**config.mk**
```make
export PLATFORM = sky130hd
export DESIGN_NAME = session_table_with_aging_core
export DESIGN_NICKNAME = d
export VERILOG_FILES = /design/src/hdl/stwa_pkg.sv /design/src/hdl/stwa_ctrl.sv /design/src/hdl/stwa_dp.sv /design/src/hdl/session_table_with_aging_core.sv
export SDC_FILE = /design/constraint.sdc
export NUM_CORES = 2
export LEC_CHECK = 0
export BUFFER_PORTS_ARGS = -buffer_cell sky130_fd_sc_hd__clkbuf_2
export CORE_MARGIN = 3
export CORE_UTILIZATION = 45
export CTS_CLUSTER_SIZE = 8
export DETAILED_ROUTE_END_ITERATION = 10
export GPL_TIMING_DRIVEN = 0
export SYNTH_ARGS = -nofsm -noshare
export SYNTH_HDL_FRONTEND = slang
export SYNTH_SLANG_ARGS = --single-unit
```
**constraint.sdc**
```tcl
create_clock -name clock -period 12.3 [get_ports clock]
set_clock_uncertainty 0.05 [all_clocks]
set_input_delay 1.23 -clock clock [delete_from_list [all_inputs] [get_ports clock]]
set_output_delay 1.23 -clock clock [all_outputs]
set_load 0.02 [all_outputs]
```
**src/hdl/stwa_pkg.sv**
```systemverilog
// ----------------------------------------------------------------------------
// stwa_pkg
// Shared widths, codes and control types for the aging session table.
// ----------------------------------------------------------------------------
package stwa_pkg;

   localparam int SLOTS_DEFAULT = 8;

   localparam int MODE_W    = 3;
   localparam int KEY_W     = 64;
   localparam int LEVEL_W   = 2;
   localparam int TIME_W    = 32;
   localparam int TIMEOUT_W = 16;
   localparam int STATUS_W  = 2;
   localparam int INDEX_W   = 3;

   localparam logic [TIMEOUT_W-1:0] TIMEOUT_RESET = 16'd1800;

   localparam logic [MODE_W-1:0] MODE_CREATE = 3'd0;
   localparam logic [MODE_W-1:0] MODE_CHECK  = 3'd1;
   localparam logic [MODE_W-1:0] MODE_QUERY  = 3'd2;
   localparam logic [MODE_W-1:0] MODE_LOGOUT = 3'd3;
   localparam logic [MODE_W-1:0] MODE_SWEEP  = 3'd4;

   localparam logic [STATUS_W-1:0] STATUS_OK      = 2'd0;
   localparam logic [STATUS_W-1:0] STATUS_FULL    = 2'd1;
   localparam logic [STATUS_W-1:0] STATUS_MISSING = 2'd2;
   localparam logic [STATUS_W-1:0] STATUS_DENIED  = 2'd3;

   localparam logic [LEVEL_W-1:0] LEVEL_NONE = 2'd0;

   typedef struct packed {
      logic load;
      logic compare;
      logic commit;
   } ctrl_cmd_type;

endpackage

```
**src/hdl/stwa_ctrl.sv**
```systemverilog
// ----------------------------------------------------------------------------
// stwa_ctrl
// Sequencer: load request, compare all slots, commit update and result.
// ----------------------------------------------------------------------------
module stwa_ctrl
   import stwa_pkg::*;
(
   input  logic         clock,
   input  logic         reset,
   input  logic         start,
   output logic         busy,
   output ctrl_cmd_type cmd,
   output logic         rsp_valid
);

   typedef enum logic [2:0] {
      ST_IDLE = 3'b001,
      ST_CMP  = 3'b010,
      ST_CMT  = 3'b100
   } state_type;

   state_type state_ff;
   state_type state_in;
   logic      rsp_valid_ff;

   always_comb begin
      state_in = state_ff;
      case (state_ff)
         ST_IDLE: begin
            if (start) state_in = ST_CMP;
         end
         ST_CMP:  state_in = ST_CMT;
         ST_CMT:  state_in = ST_IDLE;
         default: state_in = ST_IDLE;
      endcase
   end

   always_ff @(posedge clock) begin
      if (reset) begin
         state_ff     <= ST_IDLE;
         rsp_valid_ff <= 1'b0;
      end else begin
         state_ff     <= state_in;
         rsp_valid_ff <= cmd.commit;
      end
   end

   assign busy        = (state_ff != ST_IDLE);
   assign cmd.load    = (state_ff == ST_IDLE) && start;
   assign cmd.compare = (state_ff == ST_CMP);
   assign cmd.commit  = (state_ff == ST_CMT);
   assign rsp_valid   = rsp_valid_ff;

endmodule

```
**src/hdl/stwa_dp.sv**
```systemverilog
// ----------------------------------------------------------------------------
// stwa_dp
// Slot storage, parallel key/age compare, priority select and write-back.
// ----------------------------------------------------------------------------
module stwa_dp
   import stwa_pkg::*;
#(
   parameter int SESSION_SLOTS = SLOTS_DEFAULT
)(
   input  logic                 clock,
   input  logic                 reset,
   input  ctrl_cmd_type         cmd,
   input  logic                 csr_write_enable,
   input  logic [TIMEOUT_W-1:0] csr_write_data,
   input  logic [MODE_W-1:0]    req_mode,
   input  logic [KEY_W-1:0]     req_key_upper,
   input  logic [KEY_W-1:0]     req_key_lower,
   input  logic [LEVEL_W-1:0]   req_privilege,
   input  logic [TIME_W-1:0]    req_now_seconds,
   output logic [STATUS_W-1:0]  rsp_status,
   output logic [LEVEL_W-1:0]   rsp_found_level,
   output logic [INDEX_W-1:0]   rsp_slot_index
);

   localparam int SLOT_W = (SESSION_SLOTS > 1) ? $clog2(SESSION_SLOTS) : 1;

   logic [MODE_W-1:0]    mode_ff;
   logic [KEY_W-1:0]     key_upper_ff;
   logic [KEY_W-1:0]     key_lower_ff;
   logic [LEVEL_W-1:0]   priv_ff;
   logic [TIME_W-1:0]    now_ff;
   logic [TIMEOUT_W-1:0] timeout_ff;

   logic [SESSION_SLOTS-1:0] valid_ff;
   logic [SESSION_SLOTS-1:0] valid_in;
   logic [KEY_W-1:0]         slot_upper_ff [SESSION_SLOTS];
   logic [KEY_W-1:0]         slot_lower_ff [SESSION_SLOTS];
   logic [LEVEL_W-1:0]       slot_level_ff [SESSION_SLOTS];
   logic [TIME_W-1:0]        slot_time_ff  [SESSION_SLOTS];

   logic [SESSION_SLOTS-1:0] match_ff;
   logic [SESSION_SLOTS-1:0] stale_ff;
   logic [SESSION_SLOTS-1:0] match_in;
   logic [SESSION_SLOTS-1:0] stale_in;

   logic [SESSION_SLOTS-1:0] live;
   logic [SESSION_SLOTS-1:0] hit_vec;
   logic                     free_found;
   logic [SLOT_W-1:0]        free_idx;
   logic                     hit_found;
   logic [SLOT_W-1:0]        hit_idx;

   logic              wr_new;
   logic              wr_time;
   logic [SLOT_W-1:0] wr_idx;

   logic [STATUS_W-1:0] status_ff, status_in;
   logic [LEVEL_W-1:0]  level_ff, level_in;
   logic [INDEX_W-1:0]  index_ff, index_in;

   // request word and timeout
   always_ff @(posedge clock) begin
      if (cmd.load) begin
         mode_ff      <= req_mode;
         key_upper_ff <= req_key_upper;
         key_lower_ff <= req_key_lower;
         priv_ff      <= req_privilege;
         now_ff       <= req_now_seconds;
      end
   end

   always_ff @(posedge clock) begin
      if (reset) begin
         timeout_ff <= TIMEOUT_RESET;
      end else if (csr_write_enable) begin
         timeout_ff <= csr_write_data;
      end
   end

   // per-slot key match and age test
   always_comb begin
      for (int i = 0; i < SESSION_SLOTS; i++) begin
         match_in[i] = (slot_upper_ff[i] == key_upper_ff) &&
                       (slot_lower_ff[i] == key_lower_ff);
         stale_in[i] = (now_ff - slot_time_ff[i]) > TIME_W'(timeout_ff);
      end
   end

   always_ff @(posedge clock) begin
      if (cmd.compare) begin
         match_ff <= match_in;
         stale_ff <= stale_in;
      end
   end

   // priority select, lowest slot wins
   assign live    = valid_ff & ~stale_ff;
   assign hit_vec = ((mode_ff == MODE_CHECK) ? live : valid_ff) & match_ff;

   always_comb begin
      free_found = 1'b0;
      free_idx   = '0;
      hit_found  = 1'b0;
      hit_idx    = '0;
      for (int i = SESSION_SLOTS - 1; i >= 0; i--) begin
         if (!valid_ff[i]) begin
            free_found = 1'b1;
            free_idx   = SLOT_W'(i);
         end
         if (hit_vec[i]) begin
            hit_found = 1'b1;
            hit_idx   = SLOT_W'(i);
         end
      end
   end

   always_comb begin
      valid_in  = valid_ff;
      wr_new    = 1'b0;
      wr_time   = 1'b0;
      wr_idx    = hit_idx;
      status_in = STATUS_OK;
      level_in  = LEVEL_NONE;
      index_in  = '0;
      case (mode_ff)
         MODE_CREATE: begin
            wr_idx = free_idx;
            if (free_found) begin
               valid_in[free_idx] = 1'b1;
               wr_new             = 1'b1;
               wr_time            = 1'b1;
               level_in           = priv_ff;
               index_in           = INDEX_W'(free_idx);
            end else begin
               status_in = STATUS_FULL;
            end
         end
         MODE_CHECK: begin
            if (priv_ff != LEVEL_NONE) begin
               valid_in = live;
               if (hit_found) begin
                  wr_time  = 1'b1;
                  level_in = slot_level_ff[hit_idx];
                  index_in = INDEX_W'(hit_idx);
                  if (slot_level_ff[hit_idx] < priv_ff) status_in = STATUS_DENIED;
               end else begin
                  status_in = STATUS_MISSING;
               end
            end
         end
         MODE_QUERY, MODE_LOGOUT: begin
            if (hit_found && !stale_ff[hit_idx]) begin
               wr_time  = 1'b1;
               level_in = slot_level_ff[hit_idx];
               index_in = INDEX_W'(hit_idx);
               if (mode_ff == MODE_LOGOUT) valid_in[hit_idx] = 1'b0;
            end else begin
               status_in = STATUS_MISSING;
               if (hit_found) valid_in[hit_idx] = 1'b0;
            end
         end
         MODE_SWEEP: begin
            valid_in = live;
         end
         default: begin
         end
      endcase
   end

   // write-back
   always_ff @(posedge clock) begin
      if (reset) begin
         valid_ff <= '0;
      end else if (cmd.commit) begin
         valid_ff <= valid_in;
      end
   end

   always_ff @(posedge clock) begin
      if (cmd.commit) begin
         if (wr_new) begin
            slot_upper_ff[wr_idx] <= key_upper_ff;
            slot_lower_ff[wr_idx] <= key_lower_ff;
            slot_level_ff[wr_idx] <= priv_ff;
         end
         if (wr_time) slot_time_ff[wr_idx] <= now_ff;
         status_ff <= status_in;
         level_ff  <= level_in;
         index_ff  <= index_in;
      end
   end

   assign rsp_status      = status_ff;
   assign rsp_found_level = level_ff;
   assign rsp_slot_index  = index_ff;

endmodule

```
**src/hdl/session_table_with_aging_core.sv**
```systemverilog
// ----------------------------------------------------------------------------
// session_table_with_aging_core
// Session table with idle-timeout aging; create, check, query, logout, sweep.
//
//   channel  ports                                   handshake
//   request  req_mode, req_key_*, req_privilege,     start & !busy
//            req_now_seconds
//   response rsp_status, rsp_found_level,            rsp_valid, one cycle
//            rsp_slot_index
//   csr      csr_write_data (idle timeout)           csr_write_enable
//
// Each word: load, parallel compare of all slots, commit; none taken while busy.
// rsp_valid is registered from the commit state; busy is high in compare and commit.
// Sync reset clears all slot valid bits and sets the timeout to 1800 s.
// The response side cannot stall; each result shows for a single cycle.
// ----------------------------------------------------------------------------
module session_table_with_aging_core
   import stwa_pkg::*;
#(
   parameter int SESSION_SLOTS = SLOTS_DEFAULT
)(
   input  logic                 clock,
   input  logic                 reset,
   input  logic                 start,
   output logic                 busy,
   input  logic [MODE_W-1:0]    req_mode,
   input  logic [KEY_W-1:0]     req_key_upper,
   input  logic [KEY_W-1:0]     req_key_lower,
   input  logic [LEVEL_W-1:0]   req_privilege,
   input  logic [TIME_W-1:0]    req_now_seconds,
   output logic                 rsp_valid,
   output logic [STATUS_W-1:0]  rsp_status,
   output logic [LEVEL_W-1:0]   rsp_found_level,
   output logic [INDEX_W-1:0]   rsp_slot_index,
   input  logic                 csr_write_enable,
   input  logic [TIMEOUT_W-1:0] csr_write_data
);

   ctrl_cmd_type cmd;

   stwa_ctrl u_ctrl (
      .clock     (clock),
      .reset     (reset),
      .start     (start),
      .busy      (busy),
      .cmd       (cmd),
      .rsp_valid (rsp_valid)
   );

   stwa_dp #(
      .SESSION_SLOTS (SESSION_SLOTS)
   ) u_dp (
      .clock            (clock),
      .reset            (reset),
      .cmd              (cmd),
      .csr_write_enable (csr_write_enable),
      .csr_write_data   (csr_write_data),
      .req_mode         (req_mode),
      .req_key_upper    (req_key_upper),
      .req_key_lower    (req_key_lower),
      .req_privilege    (req_privilege),
      .req_now_seconds  (req_now_seconds),
      .rsp_status       (rsp_status),
      .rsp_found_level  (rsp_found_level),
      .rsp_slot_index   (rsp_slot_index)
   );

endmodule

```
# Word-level counts from Yosys, hierarchy flattened
# Memories as Yosys holds them, arrays and structs flattened.
# Cells that the tools add are included.
[op_classes]
addsub = 8
order_cmp = 13
n_eq_ne = 29
muxes = 76
n_bitwise = 6
reduce_logical = 18
[ops]
columns = ["op", "count"]
rows = [
  ["$eq A64 B64 Y1", 16],
  ["$gt A32 B16 Y1", 8],
  ["$sub A32 B32 Y32", 8],
  ["$mux W3", 22],
  ["$mux W8", 6],
  ["$pmux W8 S4", 1],
  ["$mux W1", 31],
  ["$and A8 B8 Y8", 3],
  ["$mux W2", 8],
  ["$not A8 Y8", 2],
  ["$logic_and A1 B1 Y1", 12],
  ["$pmux W2 S3", 2],
  ["$eq A3 B2 Y1 const B", 3],
  ["$pmux W3 S3", 1],
  ["$lt A3 B4 Y1 const B", 2],
  ["$or A8 B8 Y8", 1],
  ["$demux W1 S3", 2],
  ["$eq A3 B1 Y1 const B", 2],
  ["$eq A3 B3 Y1 const B", 2],
  ["$ge A3 B1 Y1 const B", 2],
  ["$ne A3 B1 Y1 const B", 2],
  ["$pmux W3 S2", 1],
  ["$reduce_and A6 Y1", 1],
  ["$ne A2 B2 Y1 const B", 2],
  ["10 further kinds", 10],
]
[word_totals]
register_bits = 216
ramBits = 1296
out_inout_bits = 9
wordCells = 168
mem_count = 4
[mem_list]
columns = ["memory", "depth", "word_bits", "rd", "rd_ports_with_merged_regs", "write_ports", "line", "source"]
rows = [
  ["u_dp.slot_lower_ff", 8, 64, 8, 0, 1, "stwa_dp.sv:37", "logic [KEY_W-1:0] slot_lower_ff [SESSION_SLOTS];"],
  ["u_dp.slot_upper_ff", 8, 64, 8, 0, 1, "stwa_dp.sv:36", "logic [KEY_W-1:0] slot_upper_ff [SESSION_SLOTS];"],
  ["u_dp.slot_time_ff", 8, 32, 8, 0, 1, "stwa_dp.sv:39", "logic [TIME_W-1:0] slot_time_ff [SESSION_SLOTS];"],
  ["u_dp.slot_level_ff", 8, 2, 1, 0, 1, "stwa_dp.sv:38", "logic [LEVEL_W-1:0] slot_level_ff [SESSION_SLOTS];"],
]

# Logic depth before layout (Yosys ltp)
[logic_depth]
depth_word = 21
ltp_mapped = 24
depth_no_buf = 24

# By module
# A second synthesis with hierarchy kept.
[hier_totals]
cells_unflattened = 5740
area_unflattened_um2 = 74890.6
[modules_own_cells]
columns = ["module", "n_inst", "cells_each", "area_per_inst_um2"]
rows = [
  ["stwa_dp", 1, 5720, 74716.7],
  ["stwa_ctrl", 1, 20, 173.9],
]

# Least setup slack after synthesis
# Ideal clock, no wire load.
[synth_timing]
path_kind = "input to register"
start = "input port start"
end = "register u_dp.key_lower_ff[0] (enable)"
setup_time_ps = 693
arrival_time_ps = 8074
required_time_ps = 11557
path_slack_ps = 3483
cell_stages = 2
cell_sequence = "inv_1 > nor2_1"
[synth_lines]
columns = ["element", "line", "source"]
rows = [
  ["start: declaration", "session_table_with_aging_core.sv:24", "input logic start,"],
  ["end signal: assignment", "stwa_dp.sv:66", "key_lower_ff <= req_key_lower;"],
  ["end: declaration", "stwa_dp.sv:29", "logic [KEY_W-1:0] key_lower_ff;"],
]

# Worst setup path after layout
[layout_timing]
start = "register u_dp.now_ff[1]"
end = "register u_dp.stale_ff[3] (data pin)"
[layout_between]
elab_chain_len = 2
[layout_rtl]
columns = ["element", "line", "source"]
rows = [
  ["start: declaration", "stwa_dp.sv:31", "logic [TIME_W-1:0] now_ff;"],
  ["start signal: assignment", "stwa_dp.sv:68", "now_ff <= req_now_seconds;"],
  ["$sub A32 B32 Y32", "stwa_dp.sv:85", "stale_in[i] = (now_ff - slot_time_ff[i]) > TIME_W'(timeout_ff);"],
  ["$gt A32 B16 Y1", "stwa_dp.sv:85", ""],
  ["named net u_dp.stale_in[3]", "stwa_dp.sv:44", "logic [SESSION_SLOTS-1:0] stale_in;"],
  ["end signal: assignment", "stwa_dp.sv:92", "stale_ff <= stale_in;"],
  ["end: declaration", "stwa_dp.sv:42", "logic [SESSION_SLOTS-1:0] stale_ff;"],
]
# The timed path passes the listed nets, and every way through them passes these cells.
# A chain may end at the register's enable or synchronous reset.

==> run metrics <==
antenna violations before repair 13; hold_buf cts 0; Final nets about 6800; RSZ-0062 raised after global routing no; Tmin final roughly 7.3 ns; DIE AREA 172000 µm²; Comb pwr share just under 10%; DR DRC count 0; placer congestion estimate ~0.96; sequential area share after synthesis between 60% and 70%; Net Sw Frac approximately 26%; synth top area cells edfxtp_1 (59%), xnor2_1 (6.9%), ha_1 (6.3%); Max IR drop VDD around 0.16 mV; origin of the worst setup path u_dp.now_ff[1]; FFs w/ async S/R, synth 0%; crit path kind flip-flop to flip-flop; ANT nets after route 0; critical path startpoint category flip-flop; Synth area leader edfxtp_1; synthesis-stage register bit count 1512; post_cts resized 0; Die H around 410 µm; Clock Pin Slew Worst Setup and Hold Paths 0.05 ns; Power Dens Cells ~140 nW/µm²; Reg2Reg Launch Point u_dp.now_ff[1]; CTS Buffer Depth 3; max-slew violations 17; Synth top area share 59.3%; post-CTS setup buffers 0; most frequent cells after synthesis edfxtp_1 (1484), xnor2_1 (595), xor2_1 (483), inv_1 (436), ha_1 (377); Post-synth EDFFs about 1500; io pins roughly 190; Hold Startpoint u_dp.timeout_ff[1]; drt pass-1 iters 6; Placement Setup Slack roughly 5 ns; initial core utilization 45.4%; worst-skew pair later-pin latency 0.85 ns; CP max FO 24; Max-slew headroom -1.99%; worst-margin pin slew roughly 1.5 ns; Tcrit/Tclk final 59.5%; synth warn 0; largest net degree at the start of global routing 35; Achievable Freq about 140 MHz; core area roughly 170000 µm²; area grow syn2layout 14.4%; post-synthesis average cell area between 10 and 15 µm²; clock network power share a little over two fifths; Total Power approximately 0.012 W; Syn Std Cell Area ~75000 µm²; ys flop type edfxtp_1; clk sinks 1512; MaxCap Viol Count 4; Fin. Hold Viols 0; count leader, synth edfxtp_1; WL/cell between 30 and 40 µm; status complete, but fails checks; HPWL Detailed about 190 mm; Mapped Cells about 5800; FILL cells approximately 14000; CTS Root Cell clkbuf_16; Net Switching about 0.0032 W; sequential cell area ~45000 µm²; fraction of layout cells with a size suffix above 1 under 10%; multi-input logic area roughly 28000 µm²; first-pass GRT wire length about 360 mm; vias in the first global route just under 50000; Site Rows about 150; H-tree depth 4; die extent in x ~410 µm; Finish-stage setup viols 0; # port buffers roughly 190; CP arrival between 7 and 8 ns; failing checks max-capacitance violations, max-slew violations; DRT iter0 DRCs ~5700; CP Capture Type flip-flop; global route overflow 0; Pint about 0.009 W; cts bufs inserted 210; Static Leak roughly 31 nW; WL final approximately 260 mm; Setup TNS 0 ns; Yosys cell types 93; critical path data required time between 10 and 15 ns; vias per cell approximately 5.9; routed vias a little over 50000; Total GRT Usage between 20 and 30%; Hold Path Class flip-flop to flip-flop; setup slack after layout 4.98 ns; Syn Nets 6359; Reg power frac roughly 48%; CTS tree yes
power by group through the flow:
stage	combinational [W]	sequential [W]	clock (W)
3_3_place_gp	0.00118	0.00608	0
5_1_grt	0.00132	0.00596	0.00551
4_1_cts	0.00121	0.00596	0.00529
2_1_floorplan	0.000786	0.00591	0
6_report	0.00122	0.00597	0.00523
3_5_place_dp	0.00120	0.00606	0
final cells by class:
cell class	count	area share [%]
flip-flops and latches	1512	52.5
clock buffers	244	6.31
repair buffers	250	2.49
plain buffers	169	0.754
well taps	2189	3.19
diodes	8	0.0233
inverters	436	1.90
clock inverters	19	0.374
multi-input cells	3672	32.4
cells by family after synthesis:
group           count (synthesis)  synth area share [%]
compound gates               1031                  9.27
xor+xnor                     1078                  12.6
fa+ha+maj                     385                  6.49
mux                            46                 0.619
flops                        1512                  60.1
simple gates                 1132                  7.95
buf+inv                       605                  3.04
sequential cells by signal, summed over array words and instances, names as in the netlist:
register and cells:
u_dp.timeout_ff 16, u_dp.slot_time_ff 256, u_dp.stale_ff 8, u_dp.slot_level_ff 16, u_dp.priv_ff 2, u_dp.key_lower_ff 64, u_ctrl.rsp_valid 1, u_ctrl.state_ff 3
u_dp.valid_ff 8, u_dp.rsp_status 2, u_dp.slot_lower_ff 512, u_dp.mode_ff 3, u_dp.now_ff 32, u_dp.rsp_slot_index 3, u_dp.key_upper_ff 64, u_dp.slot_upper_ff 512
u_dp.match_ff 8, u_dp.rsp_found_level 2
through the flow:
step / util, % / instances / hold WS, ns / area (µm²)
after CTS: 52.0 / 8490 / 0.444 / 85900
after detailed placement: 48.5 / 8227 / 0.439 / 80200
final: 52.0 / 8499 / 0.450 / 85900
after global routing: 52.0 / 8492 / 0.460 / 85900
after global placement: 47.7 / 8170 / 0.422 / 78800
after floorplan: - / 5789 / 0.410 / 75100
path summary, 6_finish.rpt:
kind / to / slack [ns] / depth (start not counted)
min: u_dp.timeout_ff[1] / 0.45 / 2
max: u_dp.stale_ff[3] / 4.98 / 20
max reg2reg: u_dp.stale_ff[3] / 4.98 / 20
min reg2reg: u_dp.timeout_ff[1] / 0.45 / 2
metal layers:
metal,GRT usage (%),routed length (µm),share of wire [%],vias to the layer above
li1,-,-,-,22500
met4,18.8,19100,7.3,2
met3,5.03,20800,8.0,595
met5,0,16,0.0061,-
met2,49.3,124000,47,2465
met1,36.7,97600,37,24800
cells in the final DEF (no fill, tap or decap), drive strengths merged, types with 19 or more instances in the layout:
master,netlist,layout
a211oi,31,31
a21o,96,96
a21oi,277,277
a221oi,32,32
a22o,23,23
a31oi,34,34
and3,23,23
buf,12,70
clkbuf,157,593
dfxtp,28,28
edfxtp,1484,1484
ha,377,377
inv,436,441
mux2i,42,42
nand2,191,191
nand2b,51,51
nand3,58,58
nand4,221,221
nor2,232,232
nor2b,42,42
nor3,59,59
nor4,171,171
o211ai,35,35
o21a,39,39
o21ai,181,181
o21bai,19,19
o22ai,47,47
o2bb2ai,21,21
xnor2,595,595
xor2,483,483
critical path: stages (launching register included):
cell       delay [ns]
edfxtp_1         1.17
ha_1             0.40
nor2b_1          0.12
o21ai_0          0.34
o221ai_1         0.24
a21oi_1          0.66
a21oi_1          0.20
o21a_1           0.24
o21a_1           0.21
o21a_1           0.17
nor2_1           0.11
xnor2_1          0.14
ha_1             0.27
nand4_1          0.22
a21oi_1          0.10
a211oi_1         0.49
a21oi_1          0.30
nor3_1           0.29
nand4_1          0.15
a2111oi_0        0.49
nand4_1          0.52
(Power assumes the default switching activity.)
